`src/design/deq_pkg.sv`:
```
`timescale 1ns / 1ps

package deq_pkg;

  // Default ring capacity and the fixed width of the reported count
  localparam int unsigned DefaultDepth = 16;
  localparam int unsigned CountW       = 5;
  localparam int unsigned DataW        = 32;

  // Request codes
  typedef enum logic [1:0] {
    REQ_PUSH_FRONT = 2'd0,
    REQ_PUSH_BACK  = 2'd1,
    REQ_POP_FRONT  = 2'd2,
    REQ_POP_BACK   = 2'd3
  } req_type_e;

  // Result status codes
  typedef enum logic [1:0] {
    ST_DONE  = 2'd0,
    ST_EMPTY = 2'd1,
    ST_FULL  = 2'd2
  } status_e;

  // Controller states
  typedef enum logic [1:0] {
    S_IDLE = 2'd0,
    S_EXEC = 2'd1,
    S_RESP = 2'd2
  } ctrl_state_e;

  // Request payload
  typedef struct packed {
    req_type_e                 req_type;
    logic signed [DataW-1:0]   push_value;
  } deq_req_t;

  // Result payload
  typedef struct packed {
    status_e                   status;
    logic signed [DataW-1:0]   removed_value;
    logic [CountW-1:0]         entry_count;
  } deq_rsp_t;

  // Commands from controller to datapath
  typedef struct packed {
    logic capture;
    logic exec;
    logic respond;
  } ctrl_cmd_t;

endpackage

```
`src/design/deq_ctrl.sv`:
```
`timescale 1ns / 1ps

module deq_ctrl (
  input  logic                 clk_i,
  input  logic                 rst_ni,
  input  logic                 start,
  output logic                 busy,
  output deq_pkg::ctrl_cmd_t   cmd_o
);

  deq_pkg::ctrl_state_e state_q, state_d;

  // Advance state
  always_ff @(posedge clk_i or negedge rst_ni) begin
    if (!rst_ni) begin
      state_q <= deq_pkg::S_IDLE;
    end else begin
      state_q <= state_d;
    end
  end

  // Next state
  always_comb begin
    state_d = state_q;
    unique case (state_q)
      deq_pkg::S_IDLE: begin
        if (start) begin
          state_d = deq_pkg::S_EXEC;
        end
      end
      deq_pkg::S_EXEC: state_d = deq_pkg::S_RESP;
      deq_pkg::S_RESP: state_d = deq_pkg::S_IDLE;
      default:         state_d = deq_pkg::S_IDLE;
    endcase
  end

  // Drive commands and busy
  always_comb begin
    busy          = 1'b1;
    cmd_o.capture = 1'b0;
    cmd_o.exec    = 1'b0;
    cmd_o.respond = 1'b0;
    unique case (state_q)
      deq_pkg::S_IDLE: begin
        busy          = 1'b0;
        cmd_o.capture = start;
      end
      deq_pkg::S_EXEC: cmd_o.exec    = 1'b1;
      deq_pkg::S_RESP: cmd_o.respond = 1'b1;
      default:         busy          = 1'b1;
    endcase
  end

endmodule

```
`src/design/deq_dp.sv`:
```
`timescale 1ns / 1ps

module deq_dp #(
  parameter int unsigned DEPTH = deq_pkg::DefaultDepth
) (
  input  logic                clk_i,
  input  logic                rst_ni,
  input  deq_pkg::ctrl_cmd_t  cmd_i,
  input  deq_pkg::deq_req_t   req_i,
  output logic                done_o,
  output deq_pkg::deq_rsp_t   rsp_o
);

  localparam int unsigned PtrW = (DEPTH > 1) ? $clog2(DEPTH) : 1;
  localparam int unsigned CntW = $clog2(DEPTH + 1);
  localparam int unsigned SumW = CntW + 1;

  // Ring storage
  logic [deq_pkg::DataW-1:0] mem_q [DEPTH];

  deq_pkg::deq_req_t   req_q;
  logic [PtrW-1:0]     front_q, front_d;
  logic [CntW-1:0]     count_q, count_d;
  logic [deq_pkg::DataW-1:0] rd_q;
  logic                pop_ok_q;
  deq_pkg::status_e    status_q, status_d;

  logic                is_push, full, empty, wr_en, rd_en;
  logic [PtrW-1:0]     front_dec, front_inc, tail_idx, addr;
  logic [CntW-1:0]     tail_off;
  logic [SumW-1:0]     tail_sum;

  // Hold the request for the execute cycle
  always_ff @(posedge clk_i) begin
    if (cmd_i.capture) begin
      req_q <= req_i;
    end
  end

  // Decode request and ring indexes
  always_comb begin
    is_push = (req_q.req_type == deq_pkg::REQ_PUSH_FRONT) ||
              (req_q.req_type == deq_pkg::REQ_PUSH_BACK);
    full    = (count_q == CntW'(DEPTH));
    empty   = (count_q == '0);

    front_dec = (front_q == '0) ? PtrW'(DEPTH - 1) : front_q - 1'b1;
    front_inc = (front_q == PtrW'(DEPTH - 1)) ? '0 : front_q + 1'b1;

    tail_off = (req_q.req_type == deq_pkg::REQ_PUSH_BACK) ? count_q : count_q - 1'b1;
    tail_sum = SumW'(front_q) + SumW'(tail_off);
    if (tail_sum >= SumW'(DEPTH)) begin
      tail_sum = tail_sum - SumW'(DEPTH);
    end
    tail_idx = tail_sum[PtrW-1:0];
  end

  // Select address, status and pointer updates
  always_comb begin
    addr     = front_q;
    front_d  = front_q;
    count_d  = count_q;
    status_d = deq_pkg::ST_DONE;
    wr_en    = 1'b0;
    rd_en    = 1'b0;
    unique case (req_q.req_type)
      deq_pkg::REQ_PUSH_FRONT: addr = front_dec;
      deq_pkg::REQ_PUSH_BACK:  addr = tail_idx;
      deq_pkg::REQ_POP_FRONT:  addr = front_q;
      deq_pkg::REQ_POP_BACK:   addr = tail_idx;
      default:                 addr = front_q;
    endcase
    if (cmd_i.exec) begin
      if (is_push) begin
        if (full) begin
          status_d = deq_pkg::ST_FULL;
        end else begin
          wr_en   = 1'b1;
          count_d = count_q + 1'b1;
          if (req_q.req_type == deq_pkg::REQ_PUSH_FRONT) begin
            front_d = front_dec;
          end
        end
      end else begin
        if (empty) begin
          status_d = deq_pkg::ST_EMPTY;
        end else begin
          rd_en   = 1'b1;
          count_d = count_q - 1'b1;
          if (req_q.req_type == deq_pkg::REQ_POP_FRONT) begin
            front_d = front_inc;
          end
        end
      end
    end
  end

  // Update pointer and count
  always_ff @(posedge clk_i or negedge rst_ni) begin
    if (!rst_ni) begin
      front_q <= '0;
      count_q <= '0;
    end else begin
      front_q <= front_d;
      count_q <= count_d;
    end
  end

  // Hold the outcome of the execute cycle
  always_ff @(posedge clk_i) begin
    if (cmd_i.exec) begin
      status_q <= status_d;
      pop_ok_q <= rd_en;
    end
  end

  // Write and read the ring
  always_ff @(posedge clk_i) begin
    if (wr_en) begin
      mem_q[addr] <= req_q.push_value;
    end
    if (rd_en) begin
      rd_q <= mem_q[addr];
    end
  end

  // Present the result
  always_comb begin
    done_o              = cmd_i.respond;
    rsp_o.status        = status_q;
    rsp_o.removed_value = pop_ok_q ? rd_q : '0;
    rsp_o.entry_count   = deq_pkg::CountW'(count_q);
  end

endmodule

```
`src/design/double_ended_queue.sv`:
```
`timescale 1ns / 1ps

// Bounded double-ended queue of signed 32-bit values held in a ring of
// DEPTH entries.
// Request channel: drive req_i and raise start; the request transfers at
// the rising edge where start is high and busy is low. req_type selects
// push front, push back, remove front or remove back.
// Result channel: done_o is high for exactly one cycle with rsp_o valid;
// the result transfers at the edge that ends that cycle. The receiver
// cannot stall, so the result is never held.
// Sequence: each request runs through the controller steps capture,
// execute (one ring memory port access: write on a push, registered read
// on a removal) and respond. busy stays high from the transfer until the
// result cycle ends, so no new request is taken before the last result.
// Status reports full on a push into a full queue and empty on a removal
// from an empty queue; the queue is left unchanged in both cases.
// Reset empties the queue (front pointer and count to zero); ring
// contents are not cleared and no entry is read before it was written.
module double_ended_queue #(
  parameter int unsigned DEPTH = deq_pkg::DefaultDepth
) (
  input  logic               clk_i,
  input  logic               rst_ni,
  input  logic               start,
  input  deq_pkg::deq_req_t  req_i,
  output logic               busy,
  output logic               done_o,
  output deq_pkg::deq_rsp_t  rsp_o
);

  deq_pkg::ctrl_cmd_t cmd;

  deq_ctrl u_ctrl (
    .clk_i  (clk_i),
    .rst_ni (rst_ni),
    .start  (start),
    .busy   (busy),
    .cmd_o  (cmd)
  );

  deq_dp #(
    .DEPTH (DEPTH)
  ) u_dp (
    .clk_i  (clk_i),
    .rst_ni (rst_ni),
    .cmd_i  (cmd),
    .req_i  (req_i),
    .done_o (done_o),
    .rsp_o  (rsp_o)
  );

endmodule

```
`config.mk`:
```
export PLATFORM = sky130hd
export DESIGN_NAME = double_ended_queue
export DESIGN_NICKNAME = d
export VERILOG_FILES = /design/src/design/deq_pkg.sv /design/src/design/deq_ctrl.sv /design/src/design/deq_dp.sv /design/src/design/double_ended_queue.sv
export SDC_FILE = /design/constraint.sdc
export NUM_CORES = 1
export LEC_CHECK = 0
export BUFFER_PORTS_ARGS = -buffer_cell sky130_fd_sc_hd__buf_2
export CAP_MARGIN = 25
export CORE_MARGIN = 2
export CORE_UTILIZATION = 64
export CTS_BUF_LIST = sky130_fd_sc_hd__clkbuf_8
export CTS_CLUSTER_SIZE = 10
export DETAILED_ROUTE_END_ITERATION = 10
export PLACE_DENSITY = 0.8
export SLEW_MARGIN = 25
export SYNTH_ARGS = -nofsm -noshare
export SYNTH_HDL_FRONTEND = slang
export SYNTH_HIERARCHICAL = 1
export SYNTH_SLANG_ARGS = --single-unit
```
`constraint.sdc`:
```
create_clock -name clk_i -period 5.4 [get_ports clk_i]
set_input_delay 1.08 -clock clk_i [delete_from_list [all_inputs] [get_ports clk_i]]
set_output_delay 1.08 -clock clk_i [all_outputs]
set_load 0.02 [all_outputs]
```
* Word-level counts from Yosys, hierarchy flattened
Memories as Yosys holds them, arrays and structs flattened. A register that Yosys moved wholly into a read port is not among the register bits.
Index checks and enable logic that the tools add are counted.
Widths: inputs -> output; s select.
** Storage, ports and cells
- Flip-flop bits (word level) :: 48
- Bits in writable memories :: 512
- Input port bits :: 37
- Output and inout bits :: 41
- Memories :: 1
** Memories
- u_dp.mem_q :: words 16, bits a word 32, rd ports 1, clocked after memory_dff 1, write ports 1, RTL line deq_dp.sv:19 : logic [deq_pkg::DataW-1:0] mem_q [DEPTH];
** Cells by class
- Add/subtract/negate cells :: 6
- Order comparisons :: 1
- Equality and inequality tests :: 11
- Muxes and demuxes :: 31
- Reductions and logical operators :: 9
** Operators with widths (count)
- $mux 32 :: 1
- $mux 4 :: 8
- $mux 5 :: 4
- $mux 1 :: 13
- $pmux 4 s3 :: 1
- $sub 4x1->4 const B :: 2
- $add 4x5->6 :: 1
- $eq 2x2->1 const B :: 3
- $ge 6x5->1 const B :: 1
- $mux 2 :: 3
- $ne 2x2->1 const B :: 3
- $add 5x1->5 const B :: 1
- $eq 5x5->1 const B :: 1
- $logic_not 5->1 :: 1
- $reduce_and 5->1 :: 1
- $sub 5x1->5 const B :: 1
- $add 4x1->4 const B :: 1
- $eq 2x1->1 const B :: 2
- $eq 4x4->1 const B :: 1
- $logic_not 2->1 :: 2
- $logic_not 4->1 :: 1
- $pmux 2 s2 :: 1
- $reduce_and 3->1 :: 1
- $ne 2x1->1 const B :: 1
- 3 further kinds :: 3

* Depth between registers and ports, before layout
- Word-level depth :: 6
- Mapped depth :: 15

* Hierarchy
Netlist, hierarchy kept.
** By module, submodules not included
- deq_dp :: instances 1, cells an instance 1446, area each 23636.4 um^2, sequential area each 17671.9 um^2
- deq_ctrl :: instances 1, cells an instance 9, area each 97.6 um^2, sequential area each 50.0 um^2

* Worst setup path after synthesis
No wires, ideal clock.
- Path kind :: register to register
- Start :: register u_dp.count_q[0]
- End :: memory u_dp/mem_q[7][0] in the netlist's numbering, enable pin
- Arrival time :: 3.921 ns
- Required time :: 4.979 ns
- Setup slack :: 1.058 ns
- Stages on the path, launching flop included :: 14
- Path buffers :: 2
- Cells stage by stage :: dfrtp_1 > inv_1 > ha_1 > nand2_1 > o21a_1 > inv_1 > fa_1 > nand2b_1 > o31a_1 > buf_2 > clkbuf_1 > nor2_1 > nand2_1 > nor2_1
** On the way
- Cells in the longest elaborated chain, start to end :: 6
** Ends and longest elaborated chain
- from (decl) :: RTL line deq_dp.sv:23 : logic [CntW-1:0] count_q, count_d;
- from (signal assigned) :: RTL line deq_dp.sv:105 : count_q <= count_d;
- $sub 5x1->5 / $eq 5x5->1 (equally long branches) :: RTL line deq_dp.sv:50, deq_dp.sv:44
- $mux 5 / $mux 1 (equally long branches) :: RTL line deq_dp.sv:50, deq_dp.sv:75
- $add 4x5->6 / $mux 1 (equally long branches) :: RTL line deq_dp.sv:51, deq_dp.sv:74
- $ge 6x5->1, or another cell as far along :: RTL line deq_dp.sv:52 : if (tail_sum >= SumW'(DEPTH)) begin
- $mux 4 / $mux 1 (equally long branches) :: RTL line deq_dp.sv:52, deq_dp.sv:119
- $pmux 4 s3 / $mux 1 (equally long branches) :: RTL line deq_dp.sv:66, deq_dp.sv:120
- to (decl) :: RTL line deq_dp.sv:19
Parallel ways exist; a longest one is shown, timed or not.

* Worst setup path in the final report
- Start :: register u_dp.count_q[0]
- End :: memory u_dp/mem_q[13][25] in the netlist's numbering, enable pin
Same word-level chain as after synthesis.

==> results.txt <==
Slew HR - 34.5%
Initial antenna violation count - 0
Flop pwr share - 35.1%
Total global-route track usage - 25.7%
DP HPWL - 25,200 um
Die Y - 197 um
Setup TNS - 0 ns
RSZ-0062 raised after global routing - false
Final critical-path share of the clock period - 80.2%
Inserted Clock Buffers - 91
N_diodes - 0
Max FO, Critical Path - 28
Adder-cell area share of the yosys netlist - 0.506%
Vias in the first global route - 13,000
Fraction of the mapped netlist area in simple logic gates - 4.24%
Average routed wire per standard cell - 23.2 um
Slew Limit Fails - 0
Internal power - 0.0102 W
CTS root buf - clkbuf_8
Die Width - 197 um
IO buf count - 77
Hold Buf Count CTS - 0
DR DRC count - 0
Setup repair bufs after CTS - 0
Post-Syn Area - 23,700 um^2
Fill count - 2,210
Gate power share - 44.6%
Final WL - 48,500 um
Worst Hold Class - in -> async
Initial core utilization - 65.0%
Total grt overflow - 0
Area growth syn-to-layout - 10.8%
P_leak - 9.38 nW
Status - finished, final reports clean
NetSw - 0.00644 W
Net count, final - 1,610
Dominant synthesized flop cell - edfxtp_1
Number of warnings issued by yosys - 6
R2r setup slk - 1.07 ns
Post-route ant nets - 0
First-pass GRT wire length - 74,200 um
Final period demand of the worst path - 4.33 ns
Die footprint - 38,600 um^2
TritonRoute pass-1 iters - 6
Syn avg cell area - 16.3 um^2
Complex-gate fraction of the synthesized area - 8.12%
Number of max-cap violations - 0
CP Data Arrival Time - 4.65 ns
Post-CTS Resized - 0
Cells after synthesis - 1,455
Switching part of the total - 38.7%
CTS tree - done
Maximum VDD drop - 0.841 mV
FP Rows - 70
Clock power frac - 20.3%
Routability cong. - 0.789
Synth Net Count - 1,501
Fmax - 231 MHz
Count of cell types in the netlist - 48
P per Cell Area - 633 nW/um^2
Post-synth EDFFs - 581
Post-Synth XOR/XNOR Area - 0.538%
Asr flop ratio synth - 1.86%
DR iter-0 viols - 1,187
Largest net degree at the start of global routing - 225
Layout cell share with drive strength beyond 1 - 16.4%
CP Launch Type - register
Sequential cell area fraction in the yosys report - 74.7%
Skew final - 0.0284 ns
# H-tree levels - 3
CTS clk-pin slew, worst paths - 0.06 ns
Clock Tree Buf Depth - 3
Clock Latency Late Sink - 0.65 ns
Vias - 12,900
DR vias/cell - 6.16
#FFs+latches synth - 592
Final Hold Fails - 0
Slew @ Worst Pin - 0.982 ns
Kind of critical path - reg -> reg
Final setup viols - 0
Clock sinks - 592
Critical path capture point type - register
Core Footprint - 36,500 um^2
Final hold slack - 0.314 ns
Mux contribution to synthesized area - 9.58%
Largest family of logic cells by synthesized area - multiplexers
Critical Path RT - 5.72 ns
IO Count - 78
## cell usage after synthesis, drive strengths merged, types with 2 or more instances
cell type  count  area (um^2)
nor2b          7         46.3
nor3b          3         22.5
ha             8          100
o21ai          9         45.0
a211oi         2         15.0
a21o           3         22.5
xor2           5         43.8
mux2i        226         2270
a21oi        136          793
and2          32          200
a22oi        128          961
nor2          28          105
xnor2          7         61.3
clkbuf        21         83.8
nand2b         6         40.0
dfrtp         11          275
nand3          3         15.0
inv            9         33.8
nand2        143          537
buf           70          437
edfxtp       581        17400
## cell usage in the layout (no fill, tap or decap), types with 11 or more instances in the layout
| master | synthesis | routed |
|---|---|---|
| mux2i_1 | 225 | 225 |
| a21oi_2 | 30 | 30 |
| clkinv_1 | 0 | 23 |
| dfrtp_1 | 11 | 11 |
| buf_4 | 4 | 22 |
| a22oi_1 | 128 | 128 |
| a21oi_1 | 106 | 106 |
| and2_1 | 32 | 32 |
| inv_1 | 9 | 36 |
| clkbuf_8 | 0 | 95 |
| nor2_4 | 0 | 16 |
| edfxtp_1 | 581 | 581 |
| buf_2 | 43 | 77 |
| nand2_1 | 143 | 143 |
| nor2_1 | 28 | 12 |
## final cells by class
class | count | area (um^2) | area share [%]
Clock buffer | 95 | 1310 | 4.97
Inverter | 9 | 33.8 | 0.128
Sequential cell | 592 | 17700 | 67.4
Tap cell | 468 | 586 | 2.23
Timing Repair Buffer | 107 | 718 | 2.73
Clock inverter | 60 | 327 | 1.24
Multi-Input combinational cell | 763 | 5610 | 21.3
## worst max-delay path, stage by stage (launching register included)
cell and delay (ns):
dfrtp_1 0.45, inv_1 0.12, ha_1 0.34, nand2_1 0.07, o21a_1 0.14, ha_1 0.23
a21o_1 0.16, a21oi_1 0.17, xnor3_1 0.21, mux2i_4 0.18, buf_4 0.39, nand2b_1 0.41
nor2_4 0.71, buf_4 0.40
## logic make-up after synthesis
family,count (synthesis)
flip-flops,592
AO/OA/AOI/OAI,287
AND/OR/NAND/NOR,228
multiplexers,226
buffers and inverters,100
XOR/XNOR,13
adder cells (fa/ha/maj),9
## stage by stage
| stage | total power, W | cells | instance area (um^2) | worst slack (ns) | utilization (%) |
|---|---|---|---|---|---|
| after floorplan | 0.0117 | 1455 | 23700 | 1.06 | - |
| after global placement | 0.0130 | 1938 | 24600 | 1.18 | 67.4 |
| after detailed placement | 0.0132 | 1938 | 24600 | 1.04 | 67.5 |
| after CTS | 0.0166 | 2093 | 26300 | 1.06 | 71.9 |
| after global routing | 0.0175 | 2094 | 26300 | 0.875 | 72.0 |
| final | 0.0166 | 2094 | 26300 | 1.07 | 72.0 |
## registers in the layout, summed over array words and instances, names as in the netlist
| name | cells |
|---|---|
| u_ctrl/state_q | 2 |
| u_dp/count_q | 5 |
| u_dp/front_q | 4 |
| u_dp/mem_q | 512 |
| u_dp/pop_ok_q | 1 |
| u_dp/rd_q | 32 |
| u_dp/req_q | 34 |
| u_dp/status_q | 2 |
## power groups by stage
stage               Clock (W)  Sequential, W  Combinational, W
floorplan                   0        0.00586           0.00583
global placement            0        0.00591           0.00712
detailed placement          0        0.00592           0.00732
CTS                   0.00344        0.00583           0.00736
global route          0.00363        0.00587           0.00804
finish                0.00338        0.00583           0.00743
## per-layer routing
metal / part of all wire [%] / track usage, % / up-vias
met2: 50 / 43.0 / 492
met4: 2.6 / 9.58 / 0
li1: - / - / 5834
met5: 0 / 0 / -
met1: 41 / 34.2 / 6465
met3: 6.3 / 4.60 / 101
## worst paths after layout
path                                    from                  to  cells after the start
max reg2reg                  u_dp/count_q[0]  u_dp/mem_q[13][25]                     13
min in group clk_i         u_ctrl/state_q[1]   u_ctrl/state_q[1]                      1
min                                   rst_ni     u_dp/front_q[3]                      1
max                          u_dp/count_q[0]  u_dp/mem_q[13][25]                     13
min reg2reg                u_ctrl/state_q[1]   u_ctrl/state_q[1]                      1
max in group asynchronous             rst_ni     u_dp/count_q[2]                      1
(Power assumes the default switching activity.)
